===== src/hw/rtl/mm_pkg.sv =====
// ----------------------------------------------------------------------------
// mm_pkg
// Widths, codes, types and helpers shared by the matrix multiply block.
// ----------------------------------------------------------------------------
package mm_pkg;

  // Sizing
  localparam int MAX_DIM   = 8;
  localparam int FRAC_BITS = 16;
  localparam int WORD_W    = 32;
  localparam int DIM_W     = $clog2(MAX_DIM);
  localparam int CNT_W     = $clog2(MAX_DIM + 1);
  localparam int DEPTH     = MAX_DIM * MAX_DIM;
  localparam int ADDR_W    = $clog2(DEPTH);
  localparam int PROD_W    = 2 * WORD_W;
  localparam int ACC_W     = PROD_W + $clog2(MAX_DIM);

  // Field widths
  localparam int FUNC_W    = 2;
  localparam int IDX_W     = 3;
  localparam int CFG_W     = 4;
  localparam int CFG_IDX_W = 2;

  // Request function codes
  localparam logic [FUNC_W-1:0] FUNC_WR_A    = 2'd0;
  localparam logic [FUNC_W-1:0] FUNC_WR_B    = 2'd1;
  localparam logic [FUNC_W-1:0] FUNC_COMPUTE = 2'd2;

  // Configuration register indexes
  localparam logic [CFG_IDX_W-1:0] CFG_ROWS_A    = 2'd0;
  localparam logic [CFG_IDX_W-1:0] CFG_INNER_DIM = 2'd1;
  localparam logic [CFG_IDX_W-1:0] CFG_COLS_B    = 2'd2;

  localparam logic [CFG_W-1:0] CFG_RESET = 4'd8;

  // Saturation limits
  localparam logic [WORD_W-1:0] SAT_MAX = {1'b0, {(WORD_W-1){1'b1}}};
  localparam logic [WORD_W-1:0] SAT_MIN = {1'b1, {(WORD_W-1){1'b0}}};

  // Sequencer states
  typedef enum logic [1:0] {
    ST_IDLE,
    ST_WAIT,
    ST_ISSUE,
    ST_DRAIN
  } mm_state_t;

  // Raw dimension registers
  typedef struct packed {
    logic [CFG_W-1:0] rows;
    logic [CFG_W-1:0] inner;
    logic [CFG_W-1:0] cols;
  } mm_dims_t;

  // Store write request
  typedef struct packed {
    logic              en_a;
    logic              en_b;
    logic [ADDR_W-1:0] addr;
    logic [WORD_W-1:0] data;
  } mm_wr_t;

  // Store read addresses
  typedef struct packed {
    logic [ADDR_W-1:0] addr_a;
    logic [ADDR_W-1:0] addr_b;
  } mm_rd_t;

  // Tag that follows one product through the MAC pipeline
  typedef struct packed {
    logic valid;
    logic first;
    logic last;
  } mm_tag_t;

  // Result register load from the sequencer
  typedef struct packed {
    logic             load;
    logic [IDX_W-1:0] row;
    logic [IDX_W-1:0] col;
    logic             last;
  } mm_emit_t;

  // Finished element from the MAC
  typedef struct packed {
    logic [WORD_W-1:0] product;
    logic              saturated;
  } mm_res_t;

  // Zero acts as one, anything above MAX_DIM acts as MAX_DIM
  function automatic logic [CNT_W-1:0] clamp_dim(input logic [CFG_W-1:0] d);
    logic [CNT_W-1:0] res;
    if (d == '0) begin
      res = CNT_W'(1);
    end else if (int'(d) > MAX_DIM) begin
      res = CNT_W'(MAX_DIM);
    end else begin
      res = CNT_W'(d);
    end
    return res;
  endfunction

endpackage


===== src/hw/rtl/mm_store.sv =====
// ----------------------------------------------------------------------------
// mm_store
// Element memories for A and B: one write port, one registered read each.
// ----------------------------------------------------------------------------
module mm_store (
  input  logic                             clk,
  input  mm_pkg::mm_wr_t                   wr,
  input  logic                             rd_en,
  input  mm_pkg::mm_rd_t                   rd,
  output logic signed [mm_pkg::WORD_W-1:0] a_data,
  output logic signed [mm_pkg::WORD_W-1:0] b_data
);
  import mm_pkg::*;

  logic [WORD_W-1:0] a_mem [DEPTH];
  logic [WORD_W-1:0] b_mem [DEPTH];

  // Write port
  always_ff @(posedge clk) begin
    if (wr.en_a) begin
      a_mem[wr.addr] <= wr.data;
    end
    if (wr.en_b) begin
      b_mem[wr.addr] <= wr.data;
    end
  end

  // Registered read port
  always_ff @(posedge clk) begin
    if (rd_en) begin
      a_data <= a_mem[rd.addr_a];
      b_data <= b_mem[rd.addr_b];
    end
  end

endmodule


===== config.mk =====
export PLATFORM = sky130hd
export DESIGN_NAME = mm_store
export DESIGN_NICKNAME = d
export VERILOG_FILES = /design/src/hw/rtl/mm_pkg.sv /design/src/hw/rtl/mm_store.sv
export SDC_FILE = /design/constraint.sdc
export NUM_CORES = 2
export LEC_CHECK = 0
export BUFFER_PORTS_ARGS = -buffer_cell sky130_fd_sc_hd__buf_4
export CAP_MARGIN = 10
export CORE_ASPECT_RATIO = 0.5
export CORE_MARGIN = 2
export CORE_UTILIZATION = 55
export CTS_BUF_LIST = sky130_fd_sc_hd__clkbuf_8 sky130_fd_sc_hd__clkbuf_16
export DETAILED_ROUTE_END_ITERATION = 7
export PLACE_DENSITY = 0.73
export SLEW_MARGIN = 10
export SYNTH_ARGS = -nofsm -noshare
export SYNTH_HDL_FRONTEND = slang
export SYNTH_SLANG_ARGS = --single-unit

===== constraint.sdc =====
create_clock -name clk -period 5.9 [get_ports clk]
set_input_delay 1.77 -clock clk [delete_from_list [all_inputs] [get_ports clk]]
set_output_delay 1.77 -clock clk [all_outputs]
set_load 0.02 [all_outputs]

* Yosys cells after proc, flatten, opt, wreduce, memory -nomap -nowiden
Memory sizes are Yosys's and may differ from the RTL's. A register that Yosys moved wholly into a read port is not among the register bits. Index checks and enable logic that the tools add are counted. Widths: inputs -> output; s select.
Word-level totals: memories 2, output and inout bits 64, bits in registers 0, RAM bits 4096
Memory list:
- a_mem | depth 64, width 32, read ports 1, clocked after Yosys merged registers in 1, write ports 1, line mm_store.sv:15 | logic [WORD_W-1:0] a_mem [DEPTH];
- b_mem | depth 64, width 32, read ports 1, clocked after Yosys merged registers in 1, write ports 1, line mm_store.sv:16 | logic [WORD_W-1:0] b_mem [DEPTH];
Operators by class: multiplexer cells 4
Operators by type and width (number):
- $mux 1 | 4

* Longest topological paths before layout
depth in word-level cells 2, mapped depth 9

* Worst setup path after synthesis
Ideal clock, no wire load.
path kind input -> register, start in wr[34] (netlist bit), end mem b_mem[44][0], enable pin, path buffers 2, path slack 1.253 ns, stages on the path 6, arrival 4.226 ns, required time 5.479 ns, cell sequence clkbuf_1 -> or3b_2 -> clkbuf_1 -> inv_1 -> nand2_1 -> nor2_1
RTL lines:
- from (decl) | line mm_store.sv:7 | input mm_pkg::mm_wr_t wr,
- to (decl) | line mm_store.sv:16
No word-level cell before the write port.

==> results.md <==
* Post-synth EDFFs at 4160
* DPL Wire Length at 229100 µm
* Clock skew at 40.45 ps
* Clk root buf: clkbuf_16
* Vias per inst at 6.708
* Total number of yosys warnings at 0
* TritonCTS Buffers at 355
* Count leader, synth: edfxtp_1
* Sequential fraction of the synthesis area at 78.75%
* Final critical-path share of the clock period at 76.21%
* WL final at between 400000 and 500000 µm
* Seq cells post-synth at 4160
* Final setup viols at 0
* Mapped Nets at 6875
* Post-synth top area share at roughly 79%
* Pins over their slew limit at 0
* Syn_area_per_cell at 23.26 µm²
* Slew headroom at 12.88%
* PwrDens at roughly 330 mW/mm²
* Post-route DRC at 0
* Die width at 763.5 µm
* Setup crit start kind: primary input
* HP Class: flop to flop
* FF/Latch Area at 0.1249 mm²
* PostCTS Resize Cnt at 0
* Required time worst endpoint at 6460 ps
* Mapped Area at 0.1586 mm²
* Reg clk slew, reported paths at 70 ps
* Number of global-route vias before repair at 74940
* First-pass GRT wire length at between 500000 and 600000 µm
* Mux contribution to synthesized area at about 17%
* Post-Synth Adder-Cell Area at 0%
* Layout Utilization at between 60% and 70%
* Leakage at 56.16 nW
* Fin crit period at between 4000 and 5000 ps
* Pre-CTS WS at 730.7 ps
* Max clock buf depth at 4
* Post-CTS Setup Bufs at 0
* Unrepaired setup endpoints after global routing: no
* Clk sinks at 4160
* Synthesized netlist cell count at 6821
* VDD IR max at 235.1 µV
* Gpl congestion at 0.8129
* DR pass1 iterations at 6
* Hold Buf Count CTS at 0
* Ports at 118
* Area growth from synthesis to layout at 12.23%
* Filler cells at 18610
* Row cnt at 139
* Area contributors post-synth: edfxtp_1, mux4_2, mux2i_1, a22oi_1, nand2_1
* Pin count of the biggest net entering global routing at 129
* Area occupied by multi-input gates at 0.03275 mm²
* Initial Util at 55.28%
* Synth Area in XOR/XNOR at 0%
* Largest family of logic cells by synthesized area: multiplexers
* Worst-Margin Slew at 1307 ps
* Initial antenna violation count at 29
* NumNets Final at 7348
* Setup TNS at 0 ps
* CP arrival at just over 5000 ps
* Antenna-violating nets left at 0
* Top_reg_cell synth: edfxtp_1
* Vias post-DR at 76400
* Status: finished, final reports clean
* Largest area contributor in the netlist: edfxtp_1
* Layout cell share with drive strength beyond 1 at 28.94%
* Async SR Flop Fraction at 0%
* Post-synth top cells: edfxtp_1, mux4_2, mux2i_1
* Tot GR Track Use at 27.38%
* MaxCap Viol Count at 0
* Clock H-tree levels at 5
* CTS tree: done
* Wirelength per Cell at ~35 µm
* Die Y at 383.8 µm
* Number of library cell types mapped by synthesis at 52
* Hold WS at 946.6 ps
* I/O Buffers at around 120
* Worst Setup Path Type: primary input to flop
* Core ar. at around 0.29 mm²
* Worst-path maximum fanout at 79
* Worst skew pair latency at 910 ps
* Hold Fails Final Rpt at 0
* Fmax at 0.2224 GHz
* Simple-gate share of the synthesized area at 1.420%
* PnR worst setup slack at 1404 ps
* Compound-Gate Fraction of Synth Area at between 1.5 and 2%
* Crit path capture type: flop
* GRT Residual Overflow at 0
* Starting DRC count in detailed routing at 11870
* Die area at 0.2930 mm²
==> worst max-delay path, stage by stage <==
cell and delay, ps:
buf_8 600, buf_4 490, mux4_2 430, mux4_2 470, nor2b_1 160, a211oi_2 740, a21oi_1 230
==> logic make-up (layout without fill, tap and decap cells) <==
logic type | count (synthesis) | count (layout)
AO/OA/AOI/OAI | 378 | 378
buffers and inverters | 391 | 1143
flip-flops | 4160 | 4160
multiplexers | 1392 | 1392
other | 0 | 10
AND/OR/NAND/NOR | 500 | 500
==> stage by stage <==
| step | std cells | power (mW) | cell area [µm²] |
|---|---|---|---|
| floorplan | 6821 | 35.12 | 158600 |
| global placement | 10740 | 36.68 | 166900 |
| detailed placement | 10740 | 36.74 | 166900 |
| CTS | 11380 | 59.13 | 178000 |
| global route | 11380 | 60.37 | 178000 |
| finish | 11390 | 58.98 | 178000 |
==> flip-flops by register name, indices dropped and copies added, names as in the netlist <==
register / flops
b_mem: 2048
a_mem: 2048
b_data: 32
a_data: 32
==> where the power goes <==
part	switching, mW	total, mW	internal, mW
clock network	10.3	22.9	12.5
logic	2.09	3.25	1.16
registers	0.102	32.9	32.8
total	12.5	59.0	46.4
==> cell usage in the layout (no fill, tap or decap), drive strengths merged, types with 101 or more instances in the layout <==
cell type	Yosys	layout
a22oi	121	121
nor2	158	158
clkinv	0	143
mux2i	322	322
edfxtp	4160	4160
clkbuf	142	363
buf	234	492
nand2	192	192
mux4	1019	1019
inv	15	101
==> worst paths after layout <==
path / start / to / slack [ps] / depth (start not counted)
max reg2reg: a_mem[2][17] / a_data[17] / 3050 / 5
min reg2reg: a_mem[16][26] / a_data[26] / 950 / 3
min: a_mem[16][26] / a_data[26] / 950 / 3
max: rd[7] / a_data[17] / 1400 / 7
==> routing by layer <==
| metal | share of wire (%) | GRT usage (%) | up-vias |
|---|---|---|---|
| li1 | - | - | 30030 |
| met2 | 47 | 42.30 | 5139 |
| met1 | 37 | 39.83 | 40600 |
| met5 | 0.013 | 0 | - |
| met3 | 12 | 6.137 | 616 |
| met4 | 3.4 | 8.433 | 8 |
==> cell type report <==
cell class                 count  area share (%)
antenna                       10         0.01406
multi-input combinational   2270           18.39
clock buffer                 363           5.102
inverter                      15         0.03162
tap                         3807           2.675
timing repair buffer         492           2.474
clock inverter               273           1.143
sequential                  4160           70.17
Power figures use the tool's default switching activity.
