<file path="src/hw/rtl/mm_pkg.sv">
// ----------------------------------------------------------------------------
// mm_pkg
// Widths, codes, types and helpers shared by the matrix multiply block.
// ----------------------------------------------------------------------------
package mm_pkg;

  // Sizing
  localparam int MAX_DIM   = 8;
  localparam int FRAC_BITS = 16;
  localparam int WORD_W    = 32;
  localparam int DIM_W     = $clog2(MAX_DIM);
  localparam int CNT_W     = $clog2(MAX_DIM + 1);
  localparam int DEPTH     = MAX_DIM * MAX_DIM;
  localparam int ADDR_W    = $clog2(DEPTH);
  localparam int PROD_W    = 2 * WORD_W;
  localparam int ACC_W     = PROD_W + $clog2(MAX_DIM);

  // Field widths
  localparam int FUNC_W    = 2;
  localparam int IDX_W     = 3;
  localparam int CFG_W     = 4;
  localparam int CFG_IDX_W = 2;

  // Request function codes
  localparam logic [FUNC_W-1:0] FUNC_WR_A    = 2'd0;
  localparam logic [FUNC_W-1:0] FUNC_WR_B    = 2'd1;
  localparam logic [FUNC_W-1:0] FUNC_COMPUTE = 2'd2;

  // Configuration register indexes
  localparam logic [CFG_IDX_W-1:0] CFG_ROWS_A    = 2'd0;
  localparam logic [CFG_IDX_W-1:0] CFG_INNER_DIM = 2'd1;
  localparam logic [CFG_IDX_W-1:0] CFG_COLS_B    = 2'd2;

  localparam logic [CFG_W-1:0] CFG_RESET = 4'd8;

  // Saturation limits
  localparam logic [WORD_W-1:0] SAT_MAX = {1'b0, {(WORD_W-1){1'b1}}};
  localparam logic [WORD_W-1:0] SAT_MIN = {1'b1, {(WORD_W-1){1'b0}}};

  // Sequencer states
  typedef enum logic [1:0] {
    ST_IDLE,
    ST_WAIT,
    ST_ISSUE,
    ST_DRAIN
  } mm_state_t;

  // Raw dimension registers
  typedef struct packed {
    logic [CFG_W-1:0] rows;
    logic [CFG_W-1:0] inner;
    logic [CFG_W-1:0] cols;
  } mm_dims_t;

  // Store write request
  typedef struct packed {
    logic              en_a;
    logic              en_b;
    logic [ADDR_W-1:0] addr;
    logic [WORD_W-1:0] data;
  } mm_wr_t;

  // Store read addresses
  typedef struct packed {
    logic [ADDR_W-1:0] addr_a;
    logic [ADDR_W-1:0] addr_b;
  } mm_rd_t;

  // Tag that follows one product through the MAC pipeline
  typedef struct packed {
    logic valid;
    logic first;
    logic last;
  } mm_tag_t;

  // Result register load from the sequencer
  typedef struct packed {
    logic             load;
    logic [IDX_W-1:0] row;
    logic [IDX_W-1:0] col;
    logic             last;
  } mm_emit_t;

  // Finished element from the MAC
  typedef struct packed {
    logic [WORD_W-1:0] product;
    logic              saturated;
  } mm_res_t;

  // Zero acts as one, anything above MAX_DIM acts as MAX_DIM
  function automatic logic [CNT_W-1:0] clamp_dim(input logic [CFG_W-1:0] d);
    logic [CNT_W-1:0] res;
    if (d == '0) begin
      res = CNT_W'(1);
    end else if (int'(d) > MAX_DIM) begin
      res = CNT_W'(MAX_DIM);
    end else begin
      res = CNT_W'(d);
    end
    return res;
  endfunction

endpackage

</file>
<file path="src/hw/rtl/mm_mac.sv">
// ----------------------------------------------------------------------------
// mm_mac
// Shared multiply-accumulate unit with Q16.16 rescale and saturation.
// ----------------------------------------------------------------------------
module mm_mac (
  input  logic                             clk,
  input  logic                             rst_n,
  input  mm_pkg::mm_tag_t                  tag,
  input  logic signed [mm_pkg::WORD_W-1:0] a_data,
  input  logic signed [mm_pkg::WORD_W-1:0] b_data,
  output logic                             done,
  output mm_pkg::mm_res_t                  res
);
  import mm_pkg::*;

  mm_tag_t                  s1_tag_r;
  mm_tag_t                  s2_tag_r;
  logic                     done_r;
  logic signed [PROD_W-1:0] prod_r;
  logic signed [ACC_W-1:0]  acc_r;
  logic signed [ACC_W-1:0]  prod_ext;
  logic signed [ACC_W-1:0]  shifted;
  logic [ACC_W-WORD_W:0]    hi_bits;
  logic                     fits;

  // Tag pipeline: aligned with read data (s1) and product (s2)
  always_ff @(posedge clk) begin
    if (!rst_n) begin
      s1_tag_r <= '0;
      s2_tag_r <= '0;
      done_r   <= 1'b0;
    end else begin
      s1_tag_r <= tag;
      s2_tag_r <= s1_tag_r;
      done_r   <= s2_tag_r.valid && s2_tag_r.last;
    end
  end

  // Multiply stage
  always_ff @(posedge clk) begin
    prod_r <= a_data * b_data;
  end

  assign prod_ext = {{(ACC_W-PROD_W){prod_r[PROD_W-1]}}, prod_r};

  // Accumulate stage, restarted on the first term of each element
  always_ff @(posedge clk) begin
    if (s2_tag_r.valid) begin
      if (s2_tag_r.first) begin
        acc_r <= prod_ext;
      end else begin
        acc_r <= acc_r + prod_ext;
      end
    end
  end

  // Rescale (floor) and clamp to 32 bits
  assign shifted = acc_r >>> FRAC_BITS;
  assign hi_bits = shifted[ACC_W-1:WORD_W-1];
  assign fits    = (&hi_bits) || (~|hi_bits);

  always_comb begin
    res.saturated = !fits;
    if (fits) begin
      res.product = shifted[WORD_W-1:0];
    end else if (acc_r[ACC_W-1]) begin
      res.product = SAT_MIN;
    end else begin
      res.product = SAT_MAX;
    end
  end

  assign done = done_r;

endmodule

</file>
<file path="config.mk">
export PLATFORM = sky130hd
export DESIGN_NAME = mm_mac
export DESIGN_NICKNAME = d
export VERILOG_FILES = /design/src/hw/rtl/mm_pkg.sv /design/src/hw/rtl/mm_mac.sv
export SDC_FILE = /design/constraint.sdc
export NUM_CORES = 2
export LEC_CHECK = 0
export BUFFER_PORTS_ARGS = -buffer_cell sky130_fd_sc_hd__buf_2
export CORE_MARGIN = 2
export CORE_UTILIZATION = 60
export CTS_BUF_LIST = sky130_fd_sc_hd__clkbuf_4 sky130_fd_sc_hd__clkbuf_8
export DETAILED_ROUTE_END_ITERATION = 10
export PLACE_DENSITY = 0.77
export REMOVE_ABC_BUFFERS = 1
export SLEW_MARGIN = 20
export SYNTH_ARGS = -nofsm -noshare
export SYNTH_HDL_FRONTEND = slang
export SYNTH_SLANG_ARGS = --single-unit
export TNS_END_PERCENT = 30
</file>
<file path="constraint.sdc">
create_clock -name clk -period 12.6 [get_ports clk]
set_clock_uncertainty 0.05 [all_clocks]
set_input_delay 0.63 -clock clk [delete_from_list [all_inputs] [get_ports clk]]
set_output_delay 0.63 -clock clk [all_outputs]
set_load 0.03 [all_outputs]
</file>
# ---- Yosys cells after proc, flatten, opt, wreduce, memory -nomap -nowiden
# Cells that the tools add are included.
# W data, S select, Z words.
dict set report word_totals {
  regBits 138
  out_inout_bits 34
}
dict set report classes {
  add_sub_neg 1
  multipliers 1
  muxes 3
  n_reduce_logical 6
}
# cell n
set ops {}
lappend ops {{$add A67 B64 Y67} 1}
lappend ops {{$mux W67} 1}
lappend ops {{$mul A32 B32 Y64} 1}
lappend ops {{$mux W32} 2}
lappend ops {{$reduce_and A20 Y1} 1}
lappend ops {{$reduce_or A20 Y1} 1}
lappend ops {{$logic_not A1 Y1} 2}
lappend ops {{$logic_and A1 B1 Y1} 1}
lappend ops {{$logic_or A1 B1 Y1} 1}

# ---- Logic depth before layout (Yosys ltp)
dict set report logic_depth {
  ltp_word 4
  ltp_mapped 32
  mapped_depth_nobuf 31
}

# ---- Worst setup path before layout
# OpenSTA, ideal clock, no wires.
dict set report synth_timing {
  path_kind {input to register}
  startpoint {in a_data[31] (netlist bit)}
  endpoint {reg prod_r[63]}
  required_ps 12478
  arrival_time_ps 8092
  setup_time_ps 72
  path_stages 28
  setup_slack_ps 4386
  n_path_buf 2
  cell_sequence {clkbuf_1 nand2_1 inv_1 fa_1 inv_1 fa_1 fa_1 inv_1 fa_1 inv_1 fa_1 inv_1 fa_1 fa_1 fa_1 ha_1 clkbuf_1 a21oi_1 o21bai_1 a21o_1 a21o_1 a21oi_1 nor2_1 a211oi_1 o21ai_1 a221o_1 a21oi_1 xnor2_1}
}
dict set report synth_between {
  elab_chain_len 1
}
# element line
set synth_rtl {}
lappend synth_rtl {{from (decl)} mm_mac.sv:9} ;# input logic signed [mm_pkg::WORD_W-1:0] a_data,
lappend synth_rtl {{$mul A32 B32 Y64} mm_mac.sv:41} ;# prod_r <= a_data * b_data;
lappend synth_rtl {{to (signal assigned)} mm_mac.sv:41}
lappend synth_rtl {{to (decl)} mm_mac.sv:19} ;# logic signed [PROD_W-1:0] prod_r;
# Every way passes these cells.
# A chain may end at the register's enable or synchronous reset.

# ---- Worst setup path in the final report
dict set report layout_timing {
  startpoint {in b_data[5] (netlist bit)}
  endpoint {reg prod_r[63]}
}
dict set report layout_between {
  elab_chain_len 1
}
# element line
set layout_rtl {}
lappend layout_rtl {{from (decl)} mm_mac.sv:10} ;# input logic signed [mm_pkg::WORD_W-1:0] b_data,
lappend layout_rtl {{$mul A32 B32 Y64} mm_mac.sv:41}
# Every way passes these cells.

==> flow_summary_export.csv <==
group,metric,value,unit
outcome,status,"complete, but fails checks",
outcome,violations,"design-rule violations",
cts,cts_buffer_depth,2,
synth,synth_edf_count,67,
final_layout,num_antenna_cells,0,
detailed_routing,viasPerCell,5.72,
sta,fin_setup_tns,0,ps
critical_path,reg2reg_depth,15,
synth,ys_seq_elements,138,
critical_path,arrival,9290,ps
floorplan,fp-row-count,99,
critical_path,worstSetupPathType,"in2reg",
cts,cts_sinks,138,
synth,syn_avg_cell_area,9.25,um2
sta,fin_crit_sh,0.709,
final_layout,final_common_cell,"fa_1",
worst_hold_path,hold_start,"tag[2]",
cts,numCtsBuffers,17,
critical_path,crit_start,"b_data[5]",
cts,clockRootBuffer,"clkbuf_8",
final_layout,drive_gt1_frac,0.0380,
sta,fmax,0.112,GHz
sta,setup_violations,0,
final_layout,final_cell_mix,"1083 x fa_1, 1042 x inv_1, 632 x nand2_1",
sta,hold_viol_final,0,
synth,ys.flop_type,"dfxtp_1",
critical_path,cpMostUsedCell,"fa_1",
cts,post_cts.repair.setup_buffers,0,
detailed_routing,drc_errors,7,
final_layout,fin_nets,6102,
detailed_routing,vias,32400,
critical_path,crit_buf_inv,6,
cts,path_clk_slew,90,ps
placed_design,dp_hpwl,89100,um
global_routing,gr-total-overflow,0,
sta,slew_viol_final,0,
cts,cts_hold_buf,0,
synth,synth_top_area_cell,"fa_1",
floorplan,die_y,276,um
sta,worstMarginPinSlew,982,ps
critical_path,max_stage_delay,890,ps
sta,period_needed,8940,ps
sta,relSlewSlack,0.345,
global_routing,antenna_found_initial,2,
floorplan,top_level_ports,103,
sta,grt_setup_unrepaired,"false",
global_routing,grt_usage,0.314,
detailed_routing,dr.pass1.iters,9,
critical_path,timing.rr.start,"prod_r[0]",
synth,yosys_warnings,0,
detailed_routing,ant_nets,0,
cts,cts_tree,"done",
final_layout,areaGrowthSynthToFinish,3.01,%
cts,worst_skew_pair.late_latency,470,ps
worst_hold_path,hp-class,"in2reg",
global_routing,grt_pass1_vias,36100,
floorplan,die_w,276,um
critical_path,cp.required,12950,ps
synth,ys_types,71,
synth,post-synth-top-area-fraction,0.488,
global_routing,grt_max_degree,125,
floorplan,dieArea,76200,um2
cts,htreeDepth,4,
critical_path,crit_path_end_kind,"register",
floorplan,core-area,73100,um2
floorplan,initial_core_util,0.608,
synth,synthCells,4799,
synth,syn_area,44400,um2
critical_path,critPathTopFamily,"adder cells",
worst_hold_path,min_path_cells,2,
cts,post_cts_resized,0,
global_routing,grt_first_pass_wirelength,190000,um
synth,synth_area_leaders,"fa_1 49%, inv_1 8.8%, and2_1 7.5%, ha_1 7.0%, nand2_1 5.3%",
critical_path,r2r_end,"acc_r[56]",
critical_path,ff2ff_setup_slack,8440,ps
critical_path,critical_path.slowest_cell,"fa_1",
placed_design,gp_congestion,0.921,
worst_hold_path,hold_end,"s1_tag_r[2]",
detailed_routing,drt_iter0_drc,2368,
critical_path,startpoint_type,"input port",
critical_path,crit_path_max_fanout,32,
synth,ys_seq_area_frac,0.0773,
detailed_routing,wl_per_cell,20.0,um
placed_design,port_buffers,102,
run,max_cap_violations,0,
synth,async_flop_share,0,
detailed_routing,wl,113000,um
## layer usage
metal	vias up	global-route usage	wire [um]
li1	14100	-	-
met1	16600	0.394	43000
met2	1413	0.556	57400
met3	325	0.0395	7890
met4	0	0.126	5170
met5	-	0	0
## logic make-up after synthesis
group / after synthesis / synth area share
simple gates: 1408 / 0.157
fa+ha+maj: 1333 / 0.559
buf+inv: 1283 / 0.109
compound gates: 498 / 0.0704
flops: 138 / 0.0773
xor+xnor: 132 / 0.0260
mux: 7 / 0.00169
## how the worst max path moves through the flow
stage / to / slack, ps / depth (start not counted)
after floorplan: prod_r[63] / 4670 / 26
after global placement: prod_r[63] / 3340 / 27
after detailed placement: prod_r[63] / 3210 / 27
after CTS: prod_r[63] / 3710 / 27
after global routing: prod_r[63] / 3100 / 27
final: prod_r[63] / 3660 / 27
## Yosys cell counts (all sizes together) (5+ instances only)
cell type and instances:
nor2b 21, xor2 45, ha 250, nand4 23, nor2 91, and2 530, o21a 13, o31ai 9
xnor2 87, a21o 67, o21ai 160, a31oi 21, edfxtp 67, nand2b 19, a21oi 139, a211oi 11
nor4 9, nand2 632, o211ai 6, inv 1042, clkbuf 236, nand3 22, fa 1083, o21bai 22
or2 5, and3 21, nor3 17, or3 8, dfxtp 71
## final cells by class
class	count	area [um2]
clock buffers	20	263
clock inverters	12	113
fillers	6004	27300
inverters	1044	3920
multi-input cells	3378	36100
flip-flops and latches	138	3440
well taps	959	1200
repair buffers	121	657
## per-stage QoR
| stage | instance area, um2 | std cells | util | hold WS (ps) | setup slack [ps] |
|---|---|---|---|---|---|
| 2_1_floorplan | 43500 | 4560 | - | 362 | 4670 |
| 3_3_place_gp | 45400 | 5640 | 0.621 | 363 | 3340 |
| 3_5_place_dp | 45400 | 5640 | 0.621 | 371 | 3210 |
| 4_1_cts | 45700 | 5672 | 0.626 | 304 | 3710 |
| 5_1_grt | 45700 | 5672 | 0.626 | 297 | 3100 |
| 6_report | 45700 | 5672 | 0.626 | 321 | 3660 |
## state kept, by name, summed over array words and instances (netlist names)
| signal | flops |
|---|---|
| s2_tag_r | 3 |
| acc_r | 67 |
| done | 1 |
| prod_r | 64 |
| s1_tag_r | 3 |
Power is not shown: default switching activity piles up to over one toggle a cycle in this logic, so the estimate is an artifact.
