## config.mk

```make
export PLATFORM = sky130hd
export DESIGN_NAME = mm_seq
export DESIGN_NICKNAME = d
export VERILOG_FILES = /design/src/hw/rtl/mm_pkg.sv /design/src/hw/rtl/mm_seq.sv
export SDC_FILE = /design/constraint.sdc
export NUM_CORES = 1
export LEC_CHECK = 0
export BUFFER_PORTS_ARGS = -buffer_cell sky130_fd_sc_hd__buf_2
export CORE_ASPECT_RATIO = 0.7
export CORE_MARGIN = 2
export CORE_UTILIZATION = 46
export DETAILED_ROUTE_END_ITERATION = 16
export GPL_TIMING_DRIVEN = 1
export HOLD_SLACK_MARGIN = 0.12
export PLACE_DENSITY = 0.87
export SYNTH_ARGS = -nofsm -noshare
export SYNTH_HDL_FRONTEND = slang
export SYNTH_SLANG_ARGS = --single-unit
```

## constraint.sdc

```tcl
create_clock -name clk -period 5.5 [get_ports clk]
set_clock_uncertainty 0.05 [all_clocks]
set_input_delay 0.55 -clock clk [delete_from_list [all_inputs] [get_ports clk]]
set_output_delay 0.55 -clock clk [all_outputs]
set_load 0.05 [all_outputs]
```

## src/hw/rtl/mm_pkg.sv

```systemverilog
// ----------------------------------------------------------------------------
// mm_pkg
// Widths, codes, types and helpers shared by the matrix multiply block.
// ----------------------------------------------------------------------------
package mm_pkg;

  // Sizing
  localparam int MAX_DIM   = 8;
  localparam int FRAC_BITS = 16;
  localparam int WORD_W    = 32;
  localparam int DIM_W     = $clog2(MAX_DIM);
  localparam int CNT_W     = $clog2(MAX_DIM + 1);
  localparam int DEPTH     = MAX_DIM * MAX_DIM;
  localparam int ADDR_W    = $clog2(DEPTH);
  localparam int PROD_W    = 2 * WORD_W;
  localparam int ACC_W     = PROD_W + $clog2(MAX_DIM);

  // Field widths
  localparam int FUNC_W    = 2;
  localparam int IDX_W     = 3;
  localparam int CFG_W     = 4;
  localparam int CFG_IDX_W = 2;

  // Request function codes
  localparam logic [FUNC_W-1:0] FUNC_WR_A    = 2'd0;
  localparam logic [FUNC_W-1:0] FUNC_WR_B    = 2'd1;
  localparam logic [FUNC_W-1:0] FUNC_COMPUTE = 2'd2;

  // Configuration register indexes
  localparam logic [CFG_IDX_W-1:0] CFG_ROWS_A    = 2'd0;
  localparam logic [CFG_IDX_W-1:0] CFG_INNER_DIM = 2'd1;
  localparam logic [CFG_IDX_W-1:0] CFG_COLS_B    = 2'd2;

  localparam logic [CFG_W-1:0] CFG_RESET = 4'd8;

  // Saturation limits
  localparam logic [WORD_W-1:0] SAT_MAX = {1'b0, {(WORD_W-1){1'b1}}};
  localparam logic [WORD_W-1:0] SAT_MIN = {1'b1, {(WORD_W-1){1'b0}}};

  // Sequencer states
  typedef enum logic [1:0] {
    ST_IDLE,
    ST_WAIT,
    ST_ISSUE,
    ST_DRAIN
  } mm_state_t;

  // Raw dimension registers
  typedef struct packed {
    logic [CFG_W-1:0] rows;
    logic [CFG_W-1:0] inner;
    logic [CFG_W-1:0] cols;
  } mm_dims_t;

  // Store write request
  typedef struct packed {
    logic              en_a;
    logic              en_b;
    logic [ADDR_W-1:0] addr;
    logic [WORD_W-1:0] data;
  } mm_wr_t;

  // Store read addresses
  typedef struct packed {
    logic [ADDR_W-1:0] addr_a;
    logic [ADDR_W-1:0] addr_b;
  } mm_rd_t;

  // Tag that follows one product through the MAC pipeline
  typedef struct packed {
    logic valid;
    logic first;
    logic last;
  } mm_tag_t;

  // Result register load from the sequencer
  typedef struct packed {
    logic             load;
    logic [IDX_W-1:0] row;
    logic [IDX_W-1:0] col;
    logic             last;
  } mm_emit_t;

  // Finished element from the MAC
  typedef struct packed {
    logic [WORD_W-1:0] product;
    logic              saturated;
  } mm_res_t;

  // Zero acts as one, anything above MAX_DIM acts as MAX_DIM
  function automatic logic [CNT_W-1:0] clamp_dim(input logic [CFG_W-1:0] d);
    logic [CNT_W-1:0] res;
    if (d == '0) begin
      res = CNT_W'(1);
    end else if (int'(d) > MAX_DIM) begin
      res = CNT_W'(MAX_DIM);
    end else begin
      res = CNT_W'(d);
    end
    return res;
  endfunction

endpackage

```

## src/hw/rtl/mm_seq.sv

```systemverilog
// ----------------------------------------------------------------------------
// mm_seq
// Sequencer: takes requests, writes the stores and walks C element by
// element, feeding one A/B pair per cycle to the MAC while it issues terms.
// ----------------------------------------------------------------------------
module mm_seq (
  input  logic                             clk,
  input  logic                             rst_n,
  input  logic                             in_valid,
  input  logic [mm_pkg::FUNC_W-1:0]        in_func,
  input  logic [mm_pkg::IDX_W-1:0]         in_row,
  input  logic [mm_pkg::IDX_W-1:0]         in_col,
  input  logic signed [mm_pkg::WORD_W-1:0] in_value,
  output logic                             in_ready,
  input  mm_pkg::mm_dims_t                 dims,
  input  logic                             out_busy,
  input  logic                             mac_done,
  output mm_pkg::mm_wr_t                   wr,
  output mm_pkg::mm_rd_t                   rd,
  output mm_pkg::mm_tag_t                  tag,
  output mm_pkg::mm_emit_t                 emit
);
  import mm_pkg::*;

  mm_state_t        state_r, state_nxt;
  logic [DIM_W-1:0] r_r, r_nxt;
  logic [DIM_W-1:0] c_r, c_nxt;
  logic [DIM_W-1:0] k_r, k_nxt;
  logic [CNT_W-1:0] nr_r, nr_nxt;
  logic [CNT_W-1:0] nk_r, nk_nxt;
  logic [CNT_W-1:0] nc_r, nc_nxt;
  logic             in_range;
  logic             last_k;
  logic             last_c;
  logic             last_r;

  assign in_range = (int'(in_row) < MAX_DIM) && (int'(in_col) < MAX_DIM);
  assign last_k   = (CNT_W'(k_r) == nk_r - CNT_W'(1));
  assign last_c   = (CNT_W'(c_r) == nc_r - CNT_W'(1));
  assign last_r   = (CNT_W'(r_r) == nr_r - CNT_W'(1));

  // Read addresses: A[r][k] and B[k][c]
  assign rd.addr_a = ADDR_W'(r_r) * ADDR_W'(MAX_DIM) + ADDR_W'(k_r);
  assign rd.addr_b = ADDR_W'(k_r) * ADDR_W'(MAX_DIM) + ADDR_W'(c_r);

  // State and counters
  always_ff @(posedge clk) begin
    if (!rst_n) begin
      state_r <= ST_IDLE;
      r_r     <= '0;
      c_r     <= '0;
      k_r     <= '0;
      nr_r    <= CNT_W'(1);
      nk_r    <= CNT_W'(1);
      nc_r    <= CNT_W'(1);
    end else begin
      state_r <= state_nxt;
      r_r     <= r_nxt;
      c_r     <= c_nxt;
      k_r     <= k_nxt;
      nr_r    <= nr_nxt;
      nk_r    <= nk_nxt;
      nc_r    <= nc_nxt;
    end
  end

  // Next state and outputs
  always_comb begin
    state_nxt = state_r;
    r_nxt     = r_r;
    c_nxt     = c_r;
    k_nxt     = k_r;
    nr_nxt    = nr_r;
    nk_nxt    = nk_r;
    nc_nxt    = nc_r;
    in_ready  = 1'b0;
    wr.en_a   = 1'b0;
    wr.en_b   = 1'b0;
    wr.addr   = ADDR_W'(in_row) * ADDR_W'(MAX_DIM) + ADDR_W'(in_col);
    wr.data   = in_value;
    tag       = '0;
    emit.load = 1'b0;
    emit.row  = IDX_W'(r_r);
    emit.col  = IDX_W'(c_r);
    emit.last = last_r && last_c;

    unique case (state_r)
      ST_IDLE: begin
        in_ready = 1'b1;
        if (in_valid) begin
          unique case (in_func)
            FUNC_WR_A: wr.en_a = in_range;
            FUNC_WR_B: wr.en_b = in_range;
            FUNC_COMPUTE: begin
              nr_nxt    = clamp_dim(dims.rows);
              nk_nxt    = clamp_dim(dims.inner);
              nc_nxt    = clamp_dim(dims.cols);
              r_nxt     = '0;
              c_nxt     = '0;
              k_nxt     = '0;
              state_nxt = ST_WAIT;
            end
            default: ;
          endcase
        end
      end

      // Hold off until the result register is free
      ST_WAIT: begin
        if (!out_busy) begin
          state_nxt = ST_ISSUE;
        end
      end

      // One product term per cycle
      ST_ISSUE: begin
        tag.valid = 1'b1;
        tag.first = (k_r == '0);
        tag.last  = last_k;
        if (last_k) begin
          k_nxt     = '0;
          state_nxt = ST_DRAIN;
        end else begin
          k_nxt = k_r + DIM_W'(1);
        end
      end

      // Wait for the sum, load the result, step to the next element
      ST_DRAIN: begin
        if (mac_done) begin
          emit.load = 1'b1;
          if (last_r && last_c) begin
            state_nxt = ST_IDLE;
          end else if (last_c) begin
            c_nxt     = '0;
            r_nxt     = r_r + DIM_W'(1);
            state_nxt = ST_WAIT;
          end else begin
            c_nxt     = c_r + DIM_W'(1);
            state_nxt = ST_WAIT;
          end
        end
      end
    endcase
  end

endmodule

```

**Word level (Yosys, flattened, before mapping)**

Cells that the tools add are included.

- Register bits after elaboration: 23
- Word-level logic and storage cells: 81

- Add/subtract/negate cells: 9
- $lt $le $gt $ge: 3
- Equal/unequal tests: 15
- Muxes and demuxes: 33
- Reduce and logical (&&, ||, !) cells: 14

Operators with widths:

| operator | number |
|---|---|
| 2-to-1 mux 3 bit | 10 |
| 2-to-1 mux 4 bit | 6 |
| adder 6 x 3 -> 6 bit | 3 |
| case mux 3 bit (2 select lines) | 3 |
| 2-to-1 mux 2 bit | 7 |
| == test 3 x 4 -> 1 bit | 3 |
| > comparator 4 bit (second input constant) | 3 |
| zero test 4 bit | 3 |
| inequality test 2 bit (second input constant) | 6 |
| subtractor 4 x 1 -> 4 bit (second input constant) | 3 |
| AND reduction 5 bit | 2 |
| adder 3 x 1 -> 3 bit (second input constant) | 3 |
| case mux 2 bit (4 select lines) | 1 |
| == test 2 bit (second input constant) | 3 |
| 2-to-1 mux 1 bit | 6 |
| AND reduction 3 bit | 2 |
| AND reduction 6 bit | 1 |
| == test 2 x 1 -> 1 bit (second input constant) | 2 |
| zero test 2 bit | 2 |
| nonzero test 2 bit | 2 |
| zero test 3 bit | 1 |
| inequality test 2 x 1 -> 1 bit (second input constant) | 1 |
| logical AND 1 bit | 1 |

**Logic depth before layout (Yosys ltp)**

Gate-level depths: netlist (run 1).

- Word-level depth: 6
- Gate-level depth with buffers: 8
- Mapped depth without buffers: 8

**Worst setup path after synthesis (run 1)**

Ideal clock, no wire load.

- Kind: register -> output
- Start: register state_r[0]
- End: output wr[38] in the netlist's numbering
- Arrival: 2,364 ps
- Slack: 2,536 ps
- Stages on the path, launching flop included: 6
- Path buffers: 1
- Cells stage by stage: dfxtp_1 > inv_1 > ha_1 > buf_4 > nand2_1 > nor3b_1

RTL lines:

| what | RTL line | source |
|---|---|---|
| from (decl) | mm_seq.sv:25 | `mm_state_t state_r, state_nxt;` |
| from (signal assigned) | mm_seq.sv:57 | `state_r <= state_nxt;` |
| to (decl) | mm_seq.sv:18 | `output mm_pkg::mm_wr_t wr,` |

==> out/results.ini, run 1 <==
[detailed_routing]
vias=1408
drtAntennaViolNets=0
wl_met3_um=275
firstDrtPassIters=5
wl_met2_um=1473
wl_um=3492
drc=0
met1_length_um=1732
dr.max_layer_used=met4
wl_per_cell_um=13.03
drt-initial-drc-count=142
viasPerCell=5.254

[clocking]
cts_max_level=1
cts-hold-fix-buffers=0
cts_buffers=3
path_clk_slew_ns=0.09
cts_root_buffer=clkbuf_8
cts_tree=done
cts_sinks=23
clockBufferDepth=2
cts_resized=0
cts_setup_buffers=0
clk_latency_ns=0.27

[yosys]
synth-seq-cells=23
synth-main-ff-cell=dfxtp_1
synth_most_common_cell=buf_4
ys_types=43
synth_edf_count=0
yosysTopAreaCellShare=0.2502
avgSynthCellArea_um2=8.366
async_flop_share=0
netlist_area_mm2=0.001841
synth.area.top_cells=dfxtp_1, buf_4, ha_1, nor2_1, a21oi_1
synth_largest_area_cell=dfxtp_1
yosysWarnings=0
synth_common_cells=buf_4, nor2_1, dfxtp_1
yosysSeqAreaShare=0.2502
synth_cells=220
syn_nets=288

[grt]
grt.overflow.total=0
grt_pass1_wl_um=5747
antenna_found_initial=0
grt_max_degree=27
grt_pass1_vias=1229
grt_use_total=0.1599

[sta]
max_freq_ghz=0.3365
setup_viol=0
post-route-min-period_ns=2.972
tns_ns=0
finalMaxSlewViolations=0
hold_viol=0
rsz0062_at_grt=false
worstMarginPinSlew_ns=1.078
period_share=0.5404
slew_headroom=0.2772

[die]
coreArea_mm2=0.003875
io_pins=121
die_y_um=56.92
std_cell_rows=19
start_util=0.4750
die_area_mm2=0.004531
fp.dieW_um=79.61

[pwr]
p_leak_nw=0.8268
swShare=0.4316
power.internal_w=0.0003041
p_clk_frac=0.205
pwr_density_cell_mw_per_mm2=299.9
combPwrFrac=0.434
sequentialPowerShare=0.361
vdd.ir_drop.worst_v=0.0001170
total_power_w=0.0005351
p_sw_w=0.0002310

[place]
dp.final_hpwl_um=2676
place.port_buffers=44
place.gp.congestion=0.7853
place_inst=264

[setup_path]
cpLargestDelayFamily=simple AND/OR/NAND/NOR gates
timing.rr.end=k_r[1]
arrival_ns=2.37
r2r-start=state_r[0]
path_buf_inv=2
reg2reg_depth=7
path_max_fanout=4
crit_path_max_incr_delay_ns=0.49
startpoint_type=flip-flop
crit_type=flip-flop to output pin
slowest_stage=or4_1
cp.required_ns=4.90
cp.depth=7
ff2ff_setup_slack_ns=2.57
end_kind=output pin
path_cells=inv_1 > ha_1 > xor2_1 > or4_1 > a311oi_2 > and2_1 > buf_2

[cells_and_area]
final_net_count=285
drive_above_1_share=0.2731
multi_input_area_um2=940.9
area_growth_pct=-3.059
stdcell_count=268
diodes=0
fillCellCount=379
postLayoutCoreUtil=0.4604
regArea_um2=460.4

[min_path]
worst_hold_path.num_cells=2
hold_end=nk_r[0]
min-delay-start=dims[7]
hold_class=primary input to flip-flop

[run]
cap_violations=0

[outcome]
outcome=finished, final reports clean

==> sequential cells by signal (all words and copies together), names as in the netlist <==
| signal | flops |
|---|---|
| c_r | 3 |
| k_r | 3 |
| nc_r | 4 |
| nk_r | 4 |
| nr_r | 4 |
| r_r | 3 |
| state_r | 2 |
==> logic make-up after synthesis <==
| group | share of synthesized area |
|---|---|
| and+or+nand+nor | 0.2176 |
| buffers and inverters | 0.2386 |
| AOI/OAI and AO/OA | 0.1326 |
| DFF | 0.2502 |
| xor gates and xnor gates | 0.05234 |
| adders and majority gates | 0.07478 |
| muxes | 0.03399 |
==> worst register-to-register path, cell delays in order, from the launching register on <==
cell and delay [ns]:
dfxtp_1 0.36, inv_1 0.14, ha_1 0.35, nand4b_1 0.89, o21ai_0 0.66, o21ai_0 0.18
nand2_1 0.14, nor2_1 0.06
==> cell type report <==
class / instances / area share
inverter: 13 / 0.02735
timing repair buffer: 44 / 0.1234
tap: 52 / 0.03647
sequential: 23 / 0.2581
clock inverter: 1 / 0.004208
clock buffer: 3 / 0.02314
multi-input combinational: 132 / 0.5273
==> power by group through the flow <==
| stage | Sequential [W] | Clock, W | Combinational, W |
|---|---|---|---|
| after floorplan | 0.000198 | 0 | 0.000261 |
| after global placement | 0.000195 | 0 | 0.000224 |
| after detailed placement | 0.000196 | 0 | 0.000229 |
| after CTS | 0.000193 | 0.000112 | 0.000230 |
| after global routing | 0.000195 | 0.000120 | 0.000251 |
| final | 0.000193 | 0.000110 | 0.000232 |
==> how the worst max path moves through the flow <==
stage               endpoint  slack [ns]        from
floorplan             wr[38]        2.54  state_r[0]
global placement      tag[0]        2.83     nk_r[0]
detailed placement    k_r[0]        2.69  state_r[0]
CTS                   tag[0]        2.51     nk_r[0]
global route          k_r[1]        2.30  state_r[0]
finish                tag[0]        2.53     nk_r[0]
==> per-layer routing <==
metal	global-route usage	vias up
li1	-	695
met1	0.2268	641
met2	0.2305	66
met3	0.05788	6
met4	0.03941	0
met5	0	-
==> placed cells by master (no fill, tap or decap), types with 3 or more instances in the layout <==
master and count:
xnor2_1 5, o21ai_0 7, o31ai_1 4, dfxtp_1 23, nor2_1 27, nor3b_1 7
mux2i_1 4, nand3b_1 4, nand2_1 12, a21oi_1 12, inv_1 12, xor2_1 6
clkbuf_8 3, buf_2 44, ha_1 11
==> stage by stage <==
stage / cell area, um^2 / setup WS [ns] / hold slack, ns
floorplan: 1841 / 2.536 / 0.4232
global placement: 1735 / 2.828 / 0.4557
detailed placement: 1735 / 2.692 / 0.4545
CTS: 1784 / 2.507 / 0.4517
global route: 1784 / 2.300 / 0.4566
finish: 1784 / 2.528 / 0.4585
No activity file was read; power rests on OpenSTA's default activity.
==> run 2: changes to the inputs <==
CORE_UTILIZATION = 38   (was 46)
PLACE_DENSITY = 0.76   (was 0.87)
clock period = 2.5 ns   (was 5.5 ns; I/O delays follow)
==> run 2 against run 1 <==
Against the previous run:
- sequential share of layout area down 1.1 points
- global-route usage down 3.3 points
- clock power up 120%
- worst hold slack worse by 0.30 ns
- first-iteration DRC count down 70%
- count of clock-buffer cells in the layout unchanged
- register-to-register slack worse by 2.4 ns
- core utilization down 6.4 points
- flip-flop and latch count unchanged
- total power up 130%
- combinational power up 130%
- critical endpoint unchanged
==> out/results.ini, run 2 (same netlist as run 1, synthesis figures left out) <==
[clocking]
cts_tree=done
cts_sinks=23
cts_max_level=1
cts-hold-fix-buffers=0
clockBufferDepth=2
cts_buffers=3
clk_latency_ns=0.27
path_clk_slew_ns=0.08
cts_root_buffer=clkbuf_8

[cells_and_area]
mostFrequentLayoutCell=buf_2
layout_common_cells=buf_2, nor2_1, dfxtp_1
area_growth_pct=1.836
final_net_count=289
drive_above_1_share=0.3318
reg_top3=nc_r (4), nk_r (4), nr_r (4)
fillCellCount=500
diodes=0
postLayoutCoreUtil=0.3963

[sta]
max_freq_ghz=0.4115
post-route-min-period_ns=2.430
finalMaxSlewViolations=0
worstMarginPinSlew_ns=0.5479
hold_viol=0
period_share=0.9720
holdWs_ns=0.1571
slew_headroom=0.6309
setup_viol=0

[grt]
grt_pass1_wl_um=5540
grt_use_total=0.1264
grt.overflow.total=0
antenna_found_initial=0
grt_pass1_vias=1183
grt_max_degree=25

[pwr]
p_clk_frac=0.203
power.internal_w=0.0006978
pwr_density_cell_mw_per_mm2=645.2
p_sw_w=0.0005115
p_leak_nw=0.8509
combPwrFrac=0.448
vdd.ir_drop.worst_v=0.0002057
swShare=0.4230
sequentialPowerShare=0.349

[die]
die_y_um=62.23
start_util=0.3892
coreArea_mm2=0.004730
std_cell_rows=21
die_area_mm2=0.005425
io_pins=121
fp.dieW_um=87.18

[setup_path]
path_buf_inv=2
ff2ff_setup_slack_ns=0.15
startpoint_type=flip-flop
slowest_stage=or4bb_1
crit_path_max_incr_delay_ns=0.53
end_kind=output pin
crit_type=flip-flop to output pin
path_max_fanout=4
cpLargestDelayFamily=simple AND/OR/NAND/NOR gates
arrival_ns=2.13
path_cells=inv_2 > ha_4 > xor2_2 > or4bb_1 > a311oi_2 > and2_1 > buf_6
cp.required_ns=2.20

[detailed_routing]
firstDrtPassIters=4
drt-initial-drc-count=43
drc=0
vias=1411
drtAntennaViolNets=0
wl_per_cell_um=12.84
wl_um=3558
viasPerCell=5.094

[run]
cap_violations=0

[place]
place.gp.congestion=0.7531
dp.final_hpwl_um=2740
place.port_buffers=44

[outcome]
outcome=finished, final reports clean

[min_path]
hold_class=primary input to flip-flop

-- run 2: area by class of cell --
type	count	area, um^2	share of cell area
Inverter	13	48.80	0.02603
Sequential cell	23	462.9	0.2470
Clock inverter	1	7.507	0.004005
Timing Repair Buffer	48	259.0	0.1382
Tap cell	57	71.32	0.03805
Multi-Input combinational cell	132	983.4	0.5247
Clock buffer	3	41.29	0.02203
-- run 2: path summary, 6_finish.rpt --
check,start,cells after the start,to
setup / recovery,nk_r[0],7,tag[0]
hold / removal,dims[7],2,nk_r[0]
setup reg to reg,nk_r[0],9,state_r[0]
hold reg to reg,nk_r[0],2,nk_r[0]
-- run 2: timing repair --
| action | 4_1_cts | 5_1_grt |
|---|---|---|
| gates resized for setup | 4 | 8 |
| setup buffers | 0 | 2 |
| gates cloned | 0 | 0 |
| setup endpoints to repair | 2 | 2 |
| pin swaps | 2 | 5 |
-- run 2: power groups by stage --
stage                     combinational (W)  clock [W]  sequential, W
after CTS                          0.000518   0.000252       0.000422
after global routing               0.000582   0.000260       0.000427
after detailed placement           0.000511          0       0.000430
after global placement             0.000504          0       0.000429
final                              0.000542   0.000245       0.000422
after floorplan                    0.000581          0       0.000435
-- run 2: layer usage --
metal | track usage | up-vias | share of wire
met4 | 0.03846 | 0 | 0.010
met1 | 0.1783 | 645 | 0.50
met2 | 0.1765 | 52 | 0.40
met5 | 0 | - | 0
met3 | 0.04920 | 8 | 0.091
li1 | - | 706 | -
-- run 2: metrics by stage --
| stage | setup slack, ns | total power (W) | cells | cell area, um^2 | TNS, ns |
|---|---|---|---|---|---|
| 3_3_place_gp | 0.2045 | 0.0009331 | 271 | 1773 | 0 |
| 4_1_cts | -0.007198 | 0.001193 | 275 | 1836 | -0.007198 |
| 5_1_grt | -0.01440 | 0.001269 | 277 | 1874 | -0.01440 |
| 2_1_floorplan | 0.08492 | 0.001017 | 220 | 1857 | 0 |
| 3_5_place_dp | 0.1215 | 0.0009412 | 271 | 1773 | 0 |
| 6_report | 0.07004 | 0.001209 | 277 | 1874 | 0 |
==> run 3: changes to the inputs <==
==> constraint.sdc (replaced) <==
create_clock -name clk -period 2.5 [get_ports clk]
set_clock_uncertainty 0.05 [all_clocks]
set_input_delay 0.125 -clock clk [delete_from_list [all_inputs] [get_ports clk]]
set_output_delay 0.125 -clock clk [all_outputs]
set_load 0.05 [all_outputs]
==> run 3 against run 2 <==
Against the previous run:
- maximum frequency rose by 2.3%
- largest cell class unchanged
- via count down 0.57%
- count of clock-buffer cells in the layout is the same
- sequential power about the same
- routed wire length fell by 3.1%
- first-iteration DRC count up 98%
- clock power is 4% lower
==> out/results.ini, run 3 (same netlist as run 1, synthesis figures left out) <==
[grt]
grt.overflow.total=0
grt_pass1_wl_um=5568
antenna_found_initial=0
grt_pass1_vias=1206
grt_use_total=0.1264
grt_max_degree=22

[clocking]
cts_sinks=23
path_clk_slew_ns=0.09
cts_tree=done
cts_buffers=3
clockBufferDepth=2
cts_root_buffer=clkbuf_8
clk_latency_ns=0.27
cts_max_level=1

[pwr]
vdd.ir_drop.worst_v=0.0001878
pwr_density_cell_mw_per_mm2=624.2
total_power_w=0.001197
p_leak_nw=0.8726

[run]
cap_violations=0

[cells_and_area]
regArea_um2=462.9
fillCellCount=479
reg_top3=nc_r (4), nk_r (4), nr_r (4)
mostFrequentLayoutCell=buf_2
final_area_mm2=0.001917
final_net_count=295
layout_common_cells=buf_2, nor2_1, dfxtp_1
area_growth_pct=4.147
diodes=0
stdcell_count=283
multi_input_area_um2=967.2
drive_above_1_share=0.3142

[setup_path]
r2r-start=state_r[0]
path_max_fanout=4
timing.rr.end=nk_r[0]
cp.required_ns=2.33
reg2reg_depth=7
crit_start=nk_r[0]
crit_type=flip-flop to output pin
end_kind=output pin
arrival_ns=2.20
ff2ff_setup_slack_ns=0.13
startpoint_type=flip-flop

[place]
place_inst=271
place.port_buffers=44
dp.final_hpwl_um=2662
place.gp.congestion=0.7675
postPlaceCellArea_mm2=0.001762

[die]
die_area_mm2=0.005425
std_cell_rows=21
fp.dieW_um=87.18
coreArea_mm2=0.004730
die_y_um=62.23
start_util=0.3892
io_pins=121

[sta]
slew_headroom=0.6416
holdWs_ns=0.1173
worstMarginPinSlew_ns=0.5320
rsz0062_at_grt=true
setup_viol=0
max_freq_ghz=0.4212
finalMaxSlewViolations=0
hold_viol=0
post-route-min-period_ns=2.374
tns_ns=0
period_share=0.9497

[detailed_routing]
wl_um=3447
viasPerCell=4.958
drtAntennaViolNets=0
vias=1403
drt-initial-drc-count=85
wl_per_cell_um=12.18
firstDrtPassIters=4
drc=0

[min_path]
hold_end=state_r[0]
hold_class=primary input to flip-flop
worst_hold_path.num_cells=3
min-delay-start=rst_n

[outcome]
outcome=finished, final reports clean

[run 3: cell types whose count changed in the layout (fill, tap and decap cells not counted), moves of 2 or more]
cell	before	now
dlygate4sd3_1	0	6
ha_2	0	2
inv_1	10	12
inv_2	2	0
[run 3: repair_timing]
action / CTS / global route
pin swaps: 1 / 5
hold endpoints to repair: 6 / 0
resized for setup: 2 / 8
hold buffers: 6 / 0
endpoints found under the setup margin: 1 / 6
buffers inserted: 0 / 2
[run 3: report_power, final]
group          total [W]  leakage, nW  internal, W  switching [W]
Sequential      0.000423        0.186     0.000392      0.0000306
Clock           0.000236       0.0255     0.000112       0.000125
Combinational   0.000538        0.661     0.000192       0.000346
Total            0.00120        0.873     0.000695       0.000501
[run 3: layout make-up]
cell class                 instances  share of cell area
clock buffer                       3             0.02154
clock inverter                     1            0.002611
sequential                        23              0.2415
multi-input combinational        132              0.5046
inverter                          13             0.02546
timing repair buffer              54              0.1671
tap                               57             0.03721
[run 3: worst max-delay path, stage by stage, from the launching register on]
cell and delay [ns]:
dfxtp_2 0.36, inv_1 0.05, ha_2 0.18, xor2_2 0.15
or4bb_1 0.52, a311oi_2 0.32, and2_4 0.22, buf_8 0.14
[run 3: stage by stage]
step                utilization  setup WS [ns]
global placement         0.3725         0.2417
CTS                      0.3958        0.03052
floorplan                     -        0.06625
global route             0.4053       -0.02982
detailed placement       0.3725        0.08606
finish                   0.4053         0.1256
[run 3: layer usage]
layer  vias to the layer above  track usage  wire length, um
met2                        50       0.1746             1316
met3                         5      0.05186              264
met4                         0      0.01923               14
li1                        717            -                -
met1                       631       0.1863             1852
met5                         -            0                0
[run 3: worst max path at each step]
stage                       endpoint  slack (ns)  cells past startpoint
after global routing         nk_r[0]       -0.03                      7
after detailed placement  state_r[0]        0.09                      8
after floorplan               wr[39]        0.07                      5
after CTS                     tag[0]        0.03                      7
final                         tag[0]        0.13                      7
after global placement    state_r[0]        0.24                      8
